[config.mk]
export PLATFORM = sky130hd
export DESIGN_NAME = json_string_unescape_flat
export DESIGN_NICKNAME = d
export VERILOG_FILES = /design/src/hw/rtl/jsu_pkg.sv /design/src/hw/rtl/jsu_if.sv /design/src/hw/rtl/json_string_unescape.sv /design/src/flat_wrapper.sv
export SDC_FILE = /design/constraint.sdc
export NUM_CORES = 1
export LEC_CHECK = 0
export ABC_AREA = 1
export BUFFER_PORTS_ARGS = -buffer_cell sky130_fd_sc_hd__clkbuf_2
export CORE_ASPECT_RATIO = 0.6
export CORE_MARGIN = 4
export CORE_UTILIZATION = 42
export DETAILED_ROUTE_END_ITERATION = 16
export GPL_ROUTABILITY_DRIVEN = 0
export HOLD_SLACK_MARGIN = 0.06
export PLACE_DENSITY_LB_ADDON = 0.08
export SLEW_MARGIN = 15
export SYNTH_ARGS = -nofsm -noshare
export SYNTH_HDL_FRONTEND = slang
export SYNTH_SLANG_ARGS = --single-unit
[constraint.sdc]
create_clock -name clk -period 4.9 [get_ports clk]
set_input_delay 1.47 -clock clk [delete_from_list [all_inputs] [get_ports clk]]
set_output_delay 1.47 -clock clk [all_outputs]
set_load 0.02 [all_outputs]
[src/hw/rtl/jsu_pkg.sv]
package jsu_pkg;

  // result queue depth: two results per byte plus one waiting at the output
  localparam int QDEPTH = 3;
  localparam int QCNT_W = $clog2(QDEPTH + 1);

  localparam int CP_W   = 21;
  localparam int UNIT_W = 16;

  // surrogate ranges and the supplementary plane base
  localparam logic [UNIT_W-1:0] SURR_HI_MIN = 16'hD800;
  localparam logic [UNIT_W-1:0] SURR_HI_MAX = 16'hDBFF;
  localparam logic [UNIT_W-1:0] SURR_LO_MIN = 16'hDC00;
  localparam logic [UNIT_W-1:0] SURR_LO_MAX = 16'hDFFF;
  localparam logic [CP_W-1:0]   SUPP_BASE   = 21'h10000;

  // ascii characters that matter to the parser
  localparam logic [7:0] CH_QUOTE  = 8'h22;
  localparam logic [7:0] CH_BSLASH = 8'h5C;
  localparam logic [7:0] CH_SLASH  = 8'h2F;
  localparam logic [7:0] CH_B      = 8'h62;
  localparam logic [7:0] CH_F      = 8'h66;
  localparam logic [7:0] CH_N      = 8'h6E;
  localparam logic [7:0] CH_R      = 8'h72;
  localparam logic [7:0] CH_T      = 8'h74;
  localparam logic [7:0] CH_U      = 8'h75;
  localparam logic [7:0] CH_BS_CTL = 8'h08;
  localparam logic [7:0] CH_FF_CTL = 8'h0C;
  localparam logic [7:0] CH_LF_CTL = 8'h0A;
  localparam logic [7:0] CH_CR_CTL = 8'h0D;
  localparam logic [7:0] CH_HT_CTL = 8'h09;

  typedef enum logic [2:0] {
    M_NORMAL = 3'd0,
    M_ESC    = 3'd1,
    M_HEX1   = 3'd2,
    M_BS2    = 3'd3,
    M_U2     = 3'd4,
    M_HEX2   = 3'd5,
    M_DROP   = 3'd6
  } mode_t;

  typedef enum logic [1:0] {
    ST_CODE   = 2'd0,
    ST_END    = 2'd1,
    ST_BADESC = 2'd2,
    ST_BADUNI = 2'd3
  } status_t;

  typedef struct packed {
    logic [CP_W-1:0] cp;
    status_t         st;
    logic            fin;
  } result_t;

  // {valid, digit value}
  function automatic logic [4:0] hex_value(input logic [7:0] b);
    logic [4:0] r;
    r = '0;
    if (b >= 8'h30 && b <= 8'h39) begin
      r = {1'b1, b[3:0]};
    end else if ((b >= 8'h61 && b <= 8'h66) || (b >= 8'h41 && b <= 8'h46)) begin
      r = {1'b1, 4'(b[3:0] + 4'd9)};
    end
    return r;
  endfunction

  // simple escapes: {known, character}
  function automatic logic [8:0] esc_map(input logic [7:0] b);
    logic [8:0] r;
    unique case (b)
      CH_QUOTE:  r = {1'b1, CH_QUOTE};
      CH_BSLASH: r = {1'b1, CH_BSLASH};
      CH_SLASH:  r = {1'b1, CH_SLASH};
      CH_B:      r = {1'b1, CH_BS_CTL};
      CH_F:      r = {1'b1, CH_FF_CTL};
      CH_N:      r = {1'b1, CH_LF_CTL};
      CH_R:      r = {1'b1, CH_CR_CTL};
      CH_T:      r = {1'b1, CH_HT_CTL};
      default:   r = '0;
    endcase
    return r;
  endfunction

endpackage

[src/hw/rtl/jsu_if.sv]
interface jsu_byte_if;
  logic       valid;
  logic       ready;
  logic [7:0] byte_in;
  logic       last_byte;

  modport source (output valid, output byte_in, output last_byte, input ready);
  modport sink (input valid, input byte_in, input last_byte, output ready);
endinterface

interface jsu_cp_if;
  logic        valid;
  logic        ready;
  logic [20:0] code_point;
  logic [1:0]  status;
  logic        run_end;

  modport source (output valid, output code_point, output status, output run_end,
                  input ready);
  modport sink (input valid, input code_point, input status, input run_end,
                output ready);
endinterface

[src/hw/rtl/json_string_unescape.sv]
// json string body unescaper
//
// bytes: one raw byte of an escaped string body per request, last_byte set on
//   the final byte of each string
// results: one decoded code point per request (status 0), and after the final
//   byte one closing request with run_end set: end success, invalid escape or
//   invalid unicode; after an error the rest of that string gives nothing
//
// a byte's results are registered in the result queue and show on results once
//   those ahead are taken; throughput: one byte per cycle while bytes.ready is
//   high; a byte that closes a string with a code point gives two results
// the figure is set by the three-entry result queue: bytes are taken while at
//   most one result waits in it, so the two results of one byte always fit
//
// reset: parser back in normal text mode, hex counter and units cleared,
//   result queue empty
// stall: when results.ready is low the queue holds its entries in order;
//   bytes keep coming in until the queue holds two results, then bytes.ready
//   drops until the receiver takes one
module json_string_unescape import jsu_pkg::*; (
  input  logic         clk,
  input  logic         rst,
  jsu_byte_if.sink     bytes,
  jsu_cp_if.source     results
);

  // parser state
  mode_t             mode, mode_next, mode_step;
  logic [1:0]        hex_cnt, hex_cnt_next;
  logic [UNIT_W-1:0] high_unit, high_next;
  logic [UNIT_W-1:0] low_unit, low_next;

  // result queue, entry 0 is the head
  result_t           q [QDEPTH];
  result_t           q_next [QDEPTH];
  logic [QCNT_W-1:0] q_cnt, q_cnt_next;

  logic              accept, pop;
  logic [7:0]        b;
  logic              last;
  logic [4:0]        hv;
  logic [8:0]        esc;
  logic              unit_done;
  logic [UNIT_W-1:0] new_unit;
  logic              fail;

  // results of the current byte
  logic [1:0]        n;
  result_t           r0, r1;

  assign accept = bytes.valid && bytes.ready;
  assign pop    = results.valid && results.ready;
  assign b      = bytes.byte_in;
  assign last   = bytes.last_byte;

  assign bytes.ready        = (q_cnt <= QCNT_W'(1));
  assign results.valid      = (q_cnt != '0);
  assign results.code_point = q[0].cp;
  assign results.status     = q[0].st;
  assign results.run_end    = q[0].fin;

  // shared decode of the byte
  assign hv        = hex_value(b);
  assign esc       = esc_map(b);
  assign unit_done = (hex_cnt == 2'd3);
  assign new_unit  = {((mode == M_HEX2) ? low_unit[11:0] : high_unit[11:0]), hv[3:0]};

  // next state
  always_comb begin
    mode_step    = mode;
    hex_cnt_next = hex_cnt;
    high_next    = high_unit;
    low_next     = low_unit;
    fail         = 1'b0;
    unique case (mode)
      M_NORMAL: begin
        if (b == CH_BSLASH && !last) mode_step = M_ESC;
      end
      M_ESC: begin
        mode_step = M_NORMAL;
        if (b == CH_U) begin
          mode_step    = M_HEX1;
          hex_cnt_next = '0;
          high_next    = '0;
        end else if (!esc[8]) begin
          fail = 1'b1;
        end
      end
      M_HEX1: begin
        if (!hv[4]) begin
          fail = 1'b1;
        end else begin
          high_next = new_unit;
          if (unit_done) begin
            hex_cnt_next = '0;
            if (new_unit < SURR_HI_MIN || new_unit > SURR_LO_MAX) mode_step = M_NORMAL;
            else if (new_unit <= SURR_HI_MAX) mode_step = M_BS2;
            else fail = 1'b1;
          end else begin
            hex_cnt_next = hex_cnt + 2'd1;
          end
        end
      end
      M_BS2: begin
        if (b == CH_BSLASH) mode_step = M_U2;
        else fail = 1'b1;
      end
      M_U2: begin
        if (b == CH_U) begin
          mode_step    = M_HEX2;
          hex_cnt_next = '0;
          low_next     = '0;
        end else begin
          fail = 1'b1;
        end
      end
      M_HEX2: begin
        if (!hv[4]) begin
          fail = 1'b1;
        end else begin
          low_next = new_unit;
          if (unit_done) begin
            hex_cnt_next = '0;
            if (new_unit >= SURR_LO_MIN && new_unit <= SURR_LO_MAX) mode_step = M_NORMAL;
            else fail = 1'b1;
          end else begin
            hex_cnt_next = hex_cnt + 2'd1;
          end
        end
      end
      default: ;
    endcase

    mode_next = mode_step;
    if (fail) begin
      hex_cnt_next = '0;
      mode_next    = last ? M_NORMAL : M_DROP;
    end else if (last) begin
      hex_cnt_next = '0;
      mode_next    = M_NORMAL;
    end
  end

  // results of this byte
  always_comb begin
    status_t err;
    logic    dropping;
    result_t tail;
    err      = ST_CODE;
    dropping = 1'b0;
    n        = '0;
    r0       = '0;
    r1       = '0;
    tail     = '0;
    unique case (mode)
      M_NORMAL: begin
        if (!(b == CH_BSLASH && !last)) begin
          n  = 2'd1;
          r0 = '{cp: CP_W'(b), st: ST_CODE, fin: 1'b0};
        end
      end
      M_ESC: begin
        if (esc[8]) begin
          n  = 2'd1;
          r0 = '{cp: CP_W'(esc[7:0]), st: ST_CODE, fin: 1'b0};
        end else if (b != CH_U) begin
          err = ST_BADESC;
        end
      end
      M_HEX1: begin
        if (!hv[4]) begin
          err = ST_BADUNI;
        end else if (unit_done) begin
          if (new_unit < SURR_HI_MIN || new_unit > SURR_LO_MAX) begin
            n  = 2'd1;
            r0 = '{cp: CP_W'(new_unit), st: ST_CODE, fin: 1'b0};
          end else if (new_unit > SURR_HI_MAX) begin
            err = ST_BADUNI;
          end
        end
      end
      M_BS2: begin
        if (b != CH_BSLASH) err = ST_BADUNI;
      end
      M_U2: begin
        if (b != CH_U) err = ST_BADUNI;
      end
      M_HEX2: begin
        if (!hv[4]) begin
          err = ST_BADUNI;
        end else if (unit_done) begin
          if (new_unit >= SURR_LO_MIN && new_unit <= SURR_LO_MAX) begin
            n  = 2'd1;
            r0 = '{cp: SUPP_BASE + CP_W'({high_unit[9:0], new_unit[9:0]}),
                   st: ST_CODE, fin: 1'b0};
          end else begin
            err = ST_BADUNI;
          end
        end
      end
      default: dropping = 1'b1;
    endcase

    // errors never follow a code point of the same byte
    if (err != ST_CODE) begin
      n  = 2'd1;
      r0 = '{cp: '0, st: err, fin: 1'b1};
    end else if (last && !dropping) begin
      // last byte inside an unfinished \u sequence is a truncation
      tail = '{cp: '0, st: (mode_step != M_NORMAL) ? ST_BADUNI : ST_END, fin: 1'b1};
      if (n == 2'd0) r0 = tail;
      else r1 = tail;
      n = n + 2'd1;
    end

    if (!accept) n = '0;
  end

  // queue: shift out on pop, append this byte's results behind what stays
  always_comb begin
    logic [QCNT_W-1:0] kept;
    kept = q_cnt - QCNT_W'(pop);
    for (int i = 0; i < QDEPTH; i++) begin
      q_next[i] = q[i];
      if (pop) begin
        if (i < QDEPTH - 1) q_next[i] = q[i + 1];
      end
      if (n != 2'd0 && QCNT_W'(i) == kept) q_next[i] = r0;
      if (n == 2'd2 && QCNT_W'(i) == kept + QCNT_W'(1)) q_next[i] = r1;
    end
    q_cnt_next = kept + QCNT_W'(n);
  end

  always_ff @(posedge clk) begin
    if (rst) begin
      mode      <= M_NORMAL;
      hex_cnt   <= '0;
      high_unit <= '0;
      low_unit  <= '0;
      q_cnt     <= '0;
    end else begin
      if (accept) begin
        mode      <= mode_next;
        hex_cnt   <= hex_cnt_next;
        high_unit <= high_next;
        low_unit  <= low_next;
      end
      q_cnt <= q_cnt_next;
    end
  end

  always_ff @(posedge clk) begin
    q <= q_next;
  end

endmodule

[src/flat_wrapper.sv]
// flat-port wrapper written by rule: the top's interface ports become plain ports
module json_string_unescape_flat import jsu_pkg::*;
  (clk, rst, bytes_valid, bytes_byte_in, bytes_last_byte, bytes_ready, results_valid, results_code_point, results_status, results_run_end, results_ready);
  jsu_byte_if bytes_i ();
  jsu_cp_if results_i ();
  input  logic clk;
  input  logic rst;
  input wire logic [$bits(bytes_i.valid)-1:0] bytes_valid;
  input wire logic [$bits(bytes_i.byte_in)-1:0] bytes_byte_in;
  input wire logic [$bits(bytes_i.last_byte)-1:0] bytes_last_byte;
  output wire logic [$bits(bytes_i.ready)-1:0] bytes_ready;
  output wire logic [$bits(results_i.valid)-1:0] results_valid;
  output wire logic [$bits(results_i.code_point)-1:0] results_code_point;
  output wire logic [$bits(results_i.status)-1:0] results_status;
  output wire logic [$bits(results_i.run_end)-1:0] results_run_end;
  input wire logic [$bits(results_i.ready)-1:0] results_ready;
  assign bytes_i.valid = bytes_valid;
  assign bytes_i.byte_in = bytes_byte_in;
  assign bytes_i.last_byte = bytes_last_byte;
  assign bytes_ready = bytes_i.ready;
  assign results_valid = results_i.valid;
  assign results_code_point = results_i.code_point;
  assign results_status = results_i.status;
  assign results_run_end = results_i.run_end;
  assign results_i.ready = results_ready;
  json_string_unescape u_core (.clk(clk), .rst(rst), .bytes(bytes_i), .results(results_i));
endmodule
==> impl_summary.txt, run 1 <==
----------------------------------------------------
[Clocking]
  Number of clock sinks seen by CTS ... around 100
  Clock latency at the later pin of the worst-skew pair ... 0.34 ns
  Clock tree from TritonCTS ... done
  CTS clk-pin slew, worst paths ... around 0.08 ns
  Clock buffers created by TritonCTS ... 9
  Number of post-CTS setup repair buffers ... 0
  Hold buffer count at CTS ... 0
  Root buffer cell ... sky130_fd_sc_hd__clkbuf_16
  Maximum root-to-sink buffer count ... 2
  Total of cells resized after clock tree synthesis ... 0
  CTS HTree Levels ... 3

[Yosys]
  Dominant cell type by area after synthesis ... sky130_fd_sc_hd__edfxtp_1
  Cell types with the highest counts after synthesis ... sky130_fd_sc_hd__nand2_1, sky130_fd_sc_hd__nor2_1, sky130_fd_sc_hd__nand3_1
  Cell types with the largest area share after synthesis ... sky130_fd_sc_hd__edfxtp_1, sky130_fd_sc_hd__nand2_1, sky130_fd_sc_hd__dfxtp_1, sky130_fd_sc_hd__nor2_1, sky130_fd_sc_hd__nand3_1
  Top-count cell post-synth ... sky130_fd_sc_hd__nand2_1
  Count of mapped cells out of synthesis ... ~790
  Leading register cell type out of synthesis ... sky130_fd_sc_hd__edfxtp_1
  EDFF count, synth ... 72
  Share of Yosys cell area claimed by the top area cell type ... 0.3507
  Mapped Area ... 0.006165 mm^2
  Share of synthesized flip-flops with an asynchronous set or reset ... 0
  Synth Net Count ... 817
  Portion of the post-synthesis area used by sequential elements ... 0.4514
  Flip-flop and latch count after synthesis ... around 100
  Number of distinct standard cells referenced by the synthesized netlist ... between 40 and 50
  Post-synthesis area per instance ... approximately 7.8 um^2
  Number of warnings reported in the yosys synthesis log ... 0

[Setup path]
  Slowest stage cell on the critical path ... sky130_fd_sc_hd__buf_4
  Worst stage delay on the critical path ... between 0.4 and 0.5 ns
  Data arrival at the endpoint of the critical path ... ~4.6 ns
  Critical-path cell list ... clkbuf_2, inv_1, ha_1, inv_1, nor3_1, nand3_1, inv_1, nand2_1, nand2_1, nand2_1, nor2_1, nand2_1, ha_1, inv_1, nand4_1, nand2_1, nand2_1, buf_4, nand3_1, nand2_1, nor2_1
  Critical path fanouts, max ... 43
  Setup CP Type ... in2reg
  Startpoint type of the worst setup path ... primary input
  Critical path data required time ... 5.00 ns
  Sort of element at the end of the critical path ... flop
  Most frequent cell on the critical path ... sky130_fd_sc_hd__nand2_1

[Finish]
  Nets ... 826
  Number of fillers in the final layout ... about 1,400
  Fraction of final layout cells sized beyond drive strength 1 ... 0.1597
  Relative area change from synthesis to final layout ... 7.408%
  Number of antenna repair diodes ... 0

[Global route]
  Largest net degree at the start of global routing ... 44
  Antenna violations before repair ... 0
  Global-route wire length before repair ... between 20,000 and 30,000 um
  GRT Overall Usage ... 0.2055
  Overflow after GRT ... 0
  Vias in the first global route ... 5,035

[Drt]
  Pre-Repair DR Iteration Count ... 5
  Post-detailed-route DRC marker count ... 0
  Residual antenna-violating net count after detailed routing ... 0
  Final wirelength ... 16,610 um
  Routed len/inst ... ~17 um
  Initial detailed-routing violation count ... between 400 and 500
  Vias post-DR ... between 5,000 and 6,000
  Via-to-Cell Ratio ... between 5 and 6

[STA]
  Tightest hold margin ... 0.4680 ns
  Count of endpoints failing setup in the final report ... 0
  Worst clock skew on the final layout ... between 0.01 and 0.015 ns
  Final worst-path cycle share ... 0.9127
  Setup TNS ... 0 ns
  Post-route minimum period ... ~4.5 ns
  Worst-Margin Slew ... 0.6382 ns
  Number of failing hold endpoints at the final stage ... 0
  Max frequency ... approximately 220 MHz
  Unrepaired setup endpoints after global routing ... false
  Max-slew violation count ... 0
  Headroom to the max-slew limit ... 0.5745

[Floorplanning]
  Count of pins on the block boundary ... 39
  Floorplan die width ... between 150 and 200 um
  Vert. Die Dim ... between 100 and 150 um
  Rows ... 33
  Initial standard-cell utilization of the core ... 0.4404
  Core box area ... about 0.014 mm^2
  Die area ... ~0.017 mm^2

[Pwr]
  Power per cell area ... about 530 mW/mm^2
  Pleak ... 0.002949 uW
  Worst IR Drop VDD ... 464.7 uV

[Job]
  Maxcap violations ... 0

[Status]
  Run status ... finished, final reports clean

[Placement]
  Buffers added on ports ... 38
  Detailed Place HPWL ... approximately 12,000 um

[Hold path]
  Min-Delay Path Class ... reg2reg

----------------------------------------------------
## worst paths after layout
kind / start / to / slack (ns) / depth (start not counted)
setup reg to reg: u_core.mode[2]$_SDFFE_PP0P_ / u_core.results.code_point[6]$_SDFFCE_PP0P_ / 1.07 / 19
setup / recovery: bytes_byte_in[0] / u_core.results.code_point[6]$_SDFFCE_PP0P_ / 0.43 / 21
hold / removal: u_core.high_unit[11]$_SDFFE_PP0P_ / u_core.high_unit[11]$_SDFFE_PP0P_ / 0.47 / 2
hold reg to reg: u_core.high_unit[11]$_SDFFE_PP0P_ / u_core.high_unit[11]$_SDFFE_PP0P_ / 0.47 / 2
## placed cells by master (no fill, tap or decap), types with 29 or more instances in the layout
master / n
sky130_fd_sc_hd__a21oi_1: 39
sky130_fd_sc_hd__clkbuf_2: 38
sky130_fd_sc_hd__dfxtp_1: 31
sky130_fd_sc_hd__edfxtp_1: 72
sky130_fd_sc_hd__inv_1: 71
sky130_fd_sc_hd__nand2_1: 192
sky130_fd_sc_hd__nand3_1: 74
sky130_fd_sc_hd__nor2_1: 110
sky130_fd_sc_hd__nor2_2: 39
sky130_fd_sc_hd__o21ai_0: 29
## worst max-delay path: cells and delay by family
family	cells	cell delay (ns)
and+or+nand+nor	13	1.49
adders and majority gates	2	0.56
buffers and inverters	6	1.02
## flip-flops by register name, summed over array words and instances, names as in the netlist
signal and flops:
u_core.q 48, u_core.results.code_point 21, u_core.high_unit 12, u_core.low_unit 12, u_core.mode 3, u_core.hex_cnt 2, u_core.q_cnt 2, u_core.results.status 2
u_core.results.run_end 1
## metrics by stage
step,setup WS [ns],cells,instance area [um^2],total power [uW],utilization
floorplan,0.3344,794,6165,2585,-
global placement,0.3400,984,6325,2843,0.4519
detailed placement,0.1558,984,6325,2856,0.4519
CTS,0.5055,1000,6621,3580,0.4730
global route,0.1569,1000,6621,3789,0.4730
finish,0.4280,1000,6621,3540,0.4730
## cell type report
class | instances | area (um^2) | area share
sequential | 103 | 2783 | 0.4203
multi-input combinational | 560 | 2699 | 0.4076
inverter | 78 | 302.8 | 0.04573
timing repair buffer | 51 | 300.3 | 0.04535
clock buffer | 13 | 271.5 | 0.04101
tap | 192 | 240.2 | 0.03628
clock inverter | 3 | 25.02 | 0.003779
## power by group
group	switching (uW)	internal [uW]
Combinational	971	396
Sequential	77.6	1370
Clock	327	395
Total	1380	2160
## routing by layer
metal / GRT usage / wire length, um / vias to the layer above
met1: 0.3208 / 8302 / 2435
met3: 0.05885 / 1528 / 21
met5: 0 / 0 / -
li1: - / - / 2601
met4: 0.04409 / 224 / 0
met2: 0.2805 / 6552 / 227
## kinds of logic (layout without fill, tap and decap cells)
logic type	after synthesis	in the layout	synth area share
and+or+nand+nor	456	456	0.3306
buffers and inverters	131	145	0.1108
DFF	103	103	0.4514
AOI/OAI and AO/OA	90	90	0.08118
adders and majority gates	10	10	0.02030
xor gates and xnor gates	4	4	0.005684
Power figures use the tool's default switching activity.
==> run 2, diff against run 1 <==
==> constraint.sdc (replaced) <==
create_clock -name clk -period 5.2 [get_ports clk]
set_input_delay 0.26 -clock clk [delete_from_list [all_inputs] [get_ports clk]]
set_output_delay 0.26 -clock clk [all_outputs]
set_load 0.02 [all_outputs]
==> impl_summary.txt, run 2 (same netlist as run 1, synthesis figures left out) <==
----------------------------------------------------
[Clocking]
  Number of post-CTS setup repair buffers ... 0 (unchanged)
  Clock tree from TritonCTS ... done
  Number of clock sinks seen by CTS ... 103 (unchanged)
  Clock latency at the later pin of the worst-skew pair ... 0.35 ns (about the same)
  Maximum root-to-sink buffer count ... 2 (unchanged)
  CTS HTree Levels ... 3 (unchanged)
  Total of cells resized after clock tree synthesis ... 0 (unchanged)
  CTS clk-pin slew, worst paths ... 0.07 ns (about the same)
  Clock buffers created by TritonCTS ... 9 (unchanged)
  Root buffer cell ... sky130_fd_sc_hd__clkbuf_16
  Hold buffer count at CTS ... 0 (unchanged)

[Setup path]
  Kind of cell adding the most delay to the critical path ... simple AND/OR/NAND/NOR gates
  Most frequent cell on the critical path ... sky130_fd_sc_hd__nand2_1
  Sort of element at the end of the critical path ... flop
  Critical path fanouts, max ... 26 (-40%)
  Worst stage delay on the critical path ... 0.64 ns (+0.22 ns)
  Data arrival at the endpoint of the critical path ... 4.31 ns (-0.27 ns)
  Critical path data required time ... 5.21 ns (+0.21 ns)
  CP bufs+invs ... 4 (-2)
  Startpoint type of the worst setup path ... flop
  Setup CP Type ... reg2reg
  Slowest stage cell on the critical path ... sky130_fd_sc_hd__dfxtp_1
  Critical-path cell list ... nand3_4, inv_4, nand2_2, nand2_2, nand2_1, inv_1, nand2_2, nor2_2, nand2_1, nand2_1, ha_1, nand2_1, inv_1, nand4_2, nor2_2, nand3_2, nand3_1, buf_4
  Start point of the critical path ... u_core.mode[2]$_SDFFE_PP0P_
  Worst R2R Start ... u_core.mode[2]$_SDFFE_PP0P_
  Worst reg2reg setup slack ... 0.91 ns (-0.16 ns)

[STA]
  Setup slack after layout ... 0.9078 ns (+0.4798 ns)
  Number of failing hold endpoints at the final stage ... 0 (unchanged)
  Count of endpoints failing setup in the final report ... 0 (unchanged)
  Unrepaired setup endpoints after global routing ... false
  Worst clock skew on the final layout ... 0.009396 ns (-0.002444 ns)
  Worst-Margin Slew ... 0.7173 ns (+0.07910 ns)
  Post-route minimum period ... roughly 4.3 ns
  Setup TNS ... 0 ns (unchanged)
  Final worst-path cycle share ... 0.8254
  Max frequency ... 233.0 MHz
  Max-slew violation count ... 0 (unchanged)
  Headroom to the max-slew limit ... 0.5218 (-0.05274)

[Finish]
  Post-route core utilization ... 0.4692 (-0.003844)
  Number of antenna repair diodes ... 0 (unchanged)
  Flip-flop count of the largest register, all copies and words added ... 48 (unchanged)
  Commonest non-fill, non-tap cell in the layout ... sky130_fd_sc_hd__nand2_1
  Number of fillers in the final layout ... 1,378 (+0.15%)
  Register bank with the most flops ... u_core.q
  Final cell count without fillers ... 996 (-0.40%)
  Nets ... 822 (-0.48%)
  Fraction of final layout cells sized beyond drive strength 1 ... 0.1567 (-0.002937)
  Most frequent cells in the layout ... sky130_fd_sc_hd__nand2_1, sky130_fd_sc_hd__nor2_1, sky130_fd_sc_hd__nand3_1
  Relative area change from synthesis to final layout ... 6.535%

[Pwr]
  Internal power ... 1982 uW (-8.4%)
  Total Power Consumption ... 3279 uW (-7.4%)
  Power per cell area ... 499.2 mW/mm^2 (-6.6%)
  Worst IR Drop VDD ... 289.3 uV (-38%)
  Comb power frac ... 0.384 (-0.002)
  Share of power burned in registers ... 0.418 (+0.008)
  Clock group share of total power ... 0.198 (-0.006)
  Switching Fraction ... 0.3955 (+0.006738)
  Net switching component of the power ... 1297 uW (-5.8%)
  Pleak ... 0.002918 uW (-1.1%)

[Drt]
  Final wirelength ... 16,450 um (-0.95%)
  Vias post-DR ... 5,353 (+1.3%)
  Routed len/inst ... 16.52 um (-0.55%)
  Via-to-Cell Ratio ... 5.374 (+1.7%)
  Pre-Repair DR Iteration Count ... 5 (unchanged)
  Initial detailed-routing violation count ... 619 (+35%)
  Residual antenna-violating net count after detailed routing ... 0 (unchanged)
  Post-detailed-route DRC marker count ... 0 (unchanged)

[Global route]
  Antenna violations before repair ... 0 (unchanged)
  Met3 track demand over resource in global routing ... 0.04756 (-0.01129)
  Overflow after GRT ... 0 (unchanged)
  Met1 global-route usage ... 0.3207 (about the same)
  Global-route wire length before repair ... 26,740 um (-0.28%)
  GRT Overall Usage ... 0.2046 (-0.0009264)
  GR Layer Usage met2 ... 0.2887 (+0.008212)
  GRT busiest layer ... met1
  Largest net degree at the start of global routing ... 40 (-9.1%)
  Vias in the first global route ... 4,973 (-1.2%)

[Placement]
  Post-placement setup slack ... 1.008 ns (+0.8524 ns)
  Detailed Place HPWL ... 12,430 um (+2.6%)
  Placed Cells ... 980 (-0.41%)
  Buffers added on ports ... 38 (unchanged)

[Hold path]
  Min-Delay Path Class ... in2reg
  Hold path start ... bytes_last_byte

[Floorplanning]
  Core box area ... 0.01400 mm^2 (unchanged)
  Vert. Die Dim ... 101.8 um (unchanged)
  Die area ... 0.01674 mm^2 (unchanged)
  Initial standard-cell utilization of the core ... 0.4404 (unchanged)
  Floorplan die width ... 164.4 um (unchanged)
  Rows ... 33 (unchanged)
  Count of pins on the block boundary ... 39 (unchanged)

[Status]
  Run status ... finished, final reports clean

[Job]
  Maxcap violations ... 0 (unchanged)

----------------------------------------------------
run 2: cell types whose count changed in the layout (fill, tap and decap cells not counted), sizes merged:
cell and change:
buf -4, clkbuf -4, clkinv +5, inv -1
run 2: cell type report:
cell class | instances | area (um^2) | share of cell area
repair buffers | 47 | 257.7 | 0.03925
clock buffers | 9 | 225.2 | 0.03429
flip-flops and latches | 103 | 2783 | 0.4237
clock inverters | 7 | 60.06 | 0.009145
well taps | 192 | 240.2 | 0.03658
inverters | 78 | 302.8 | 0.04610
multi-input cells | 560 | 2699 | 0.4109
run 2: through the flow:
| step | hold slack, ns | instance area, um^2 |
|---|---|---|
| floorplan | 0.3291 | 6165 |
| global placement | 0.4567 | 6282 |
| detailed placement | 0.4578 | 6282 |
| CTS | 0.1998 | 6568 |
| global route | 0.2234 | 6568 |
| finish | 0.2136 | 6568 |
run 2: layer usage:
metal / part of all wire / wire (um)
met5: 0 / 0
met4: 0.0085 / 140
met3: 0.086 / 1409
met2: 0.41 / 6692
met1: 0.50 / 8207
run 2: worst register-to-register path, delay by kind of cell (launching register included):
| kind | cells | cell delay [ns] |
|---|---|---|
| AND/OR/NAND/NOR | 13 | 2.40 |
| flip-flops | 1 | 0.64 |
| adder cells (fa/ha/maj) | 1 | 0.18 |
| buffers and inverters | 4 | 0.74 |
run 2: power groups by stage:
| stage | logic [uW] | clock network (uW) | registers, uW |
|---|---|---|---|
| global route | 1420 | 701 | 1390 |
| global placement | 1260 | 0 | 1380 |
| detailed placement | 1270 | 0 | 1390 |
| CTS | 1270 | 666 | 1370 |
| floorplan | 1060 | 0 | 1380 |
| finish | 1260 | 649 | 1370 |
run 2: final timing paths:
path,to,cells past startpoint
setup / recovery,u_core.results.code_point[9]$_SDFFCE_PP0P_,18
setup reg to reg,u_core.results.code_point[9]$_SDFFCE_PP0P_,18
hold reg to reg,u_core.low_unit[11]$_SDFFE_PP0P_,2
hold / removal,u_core.mode[2]$_SDFFE_PP0P_,4
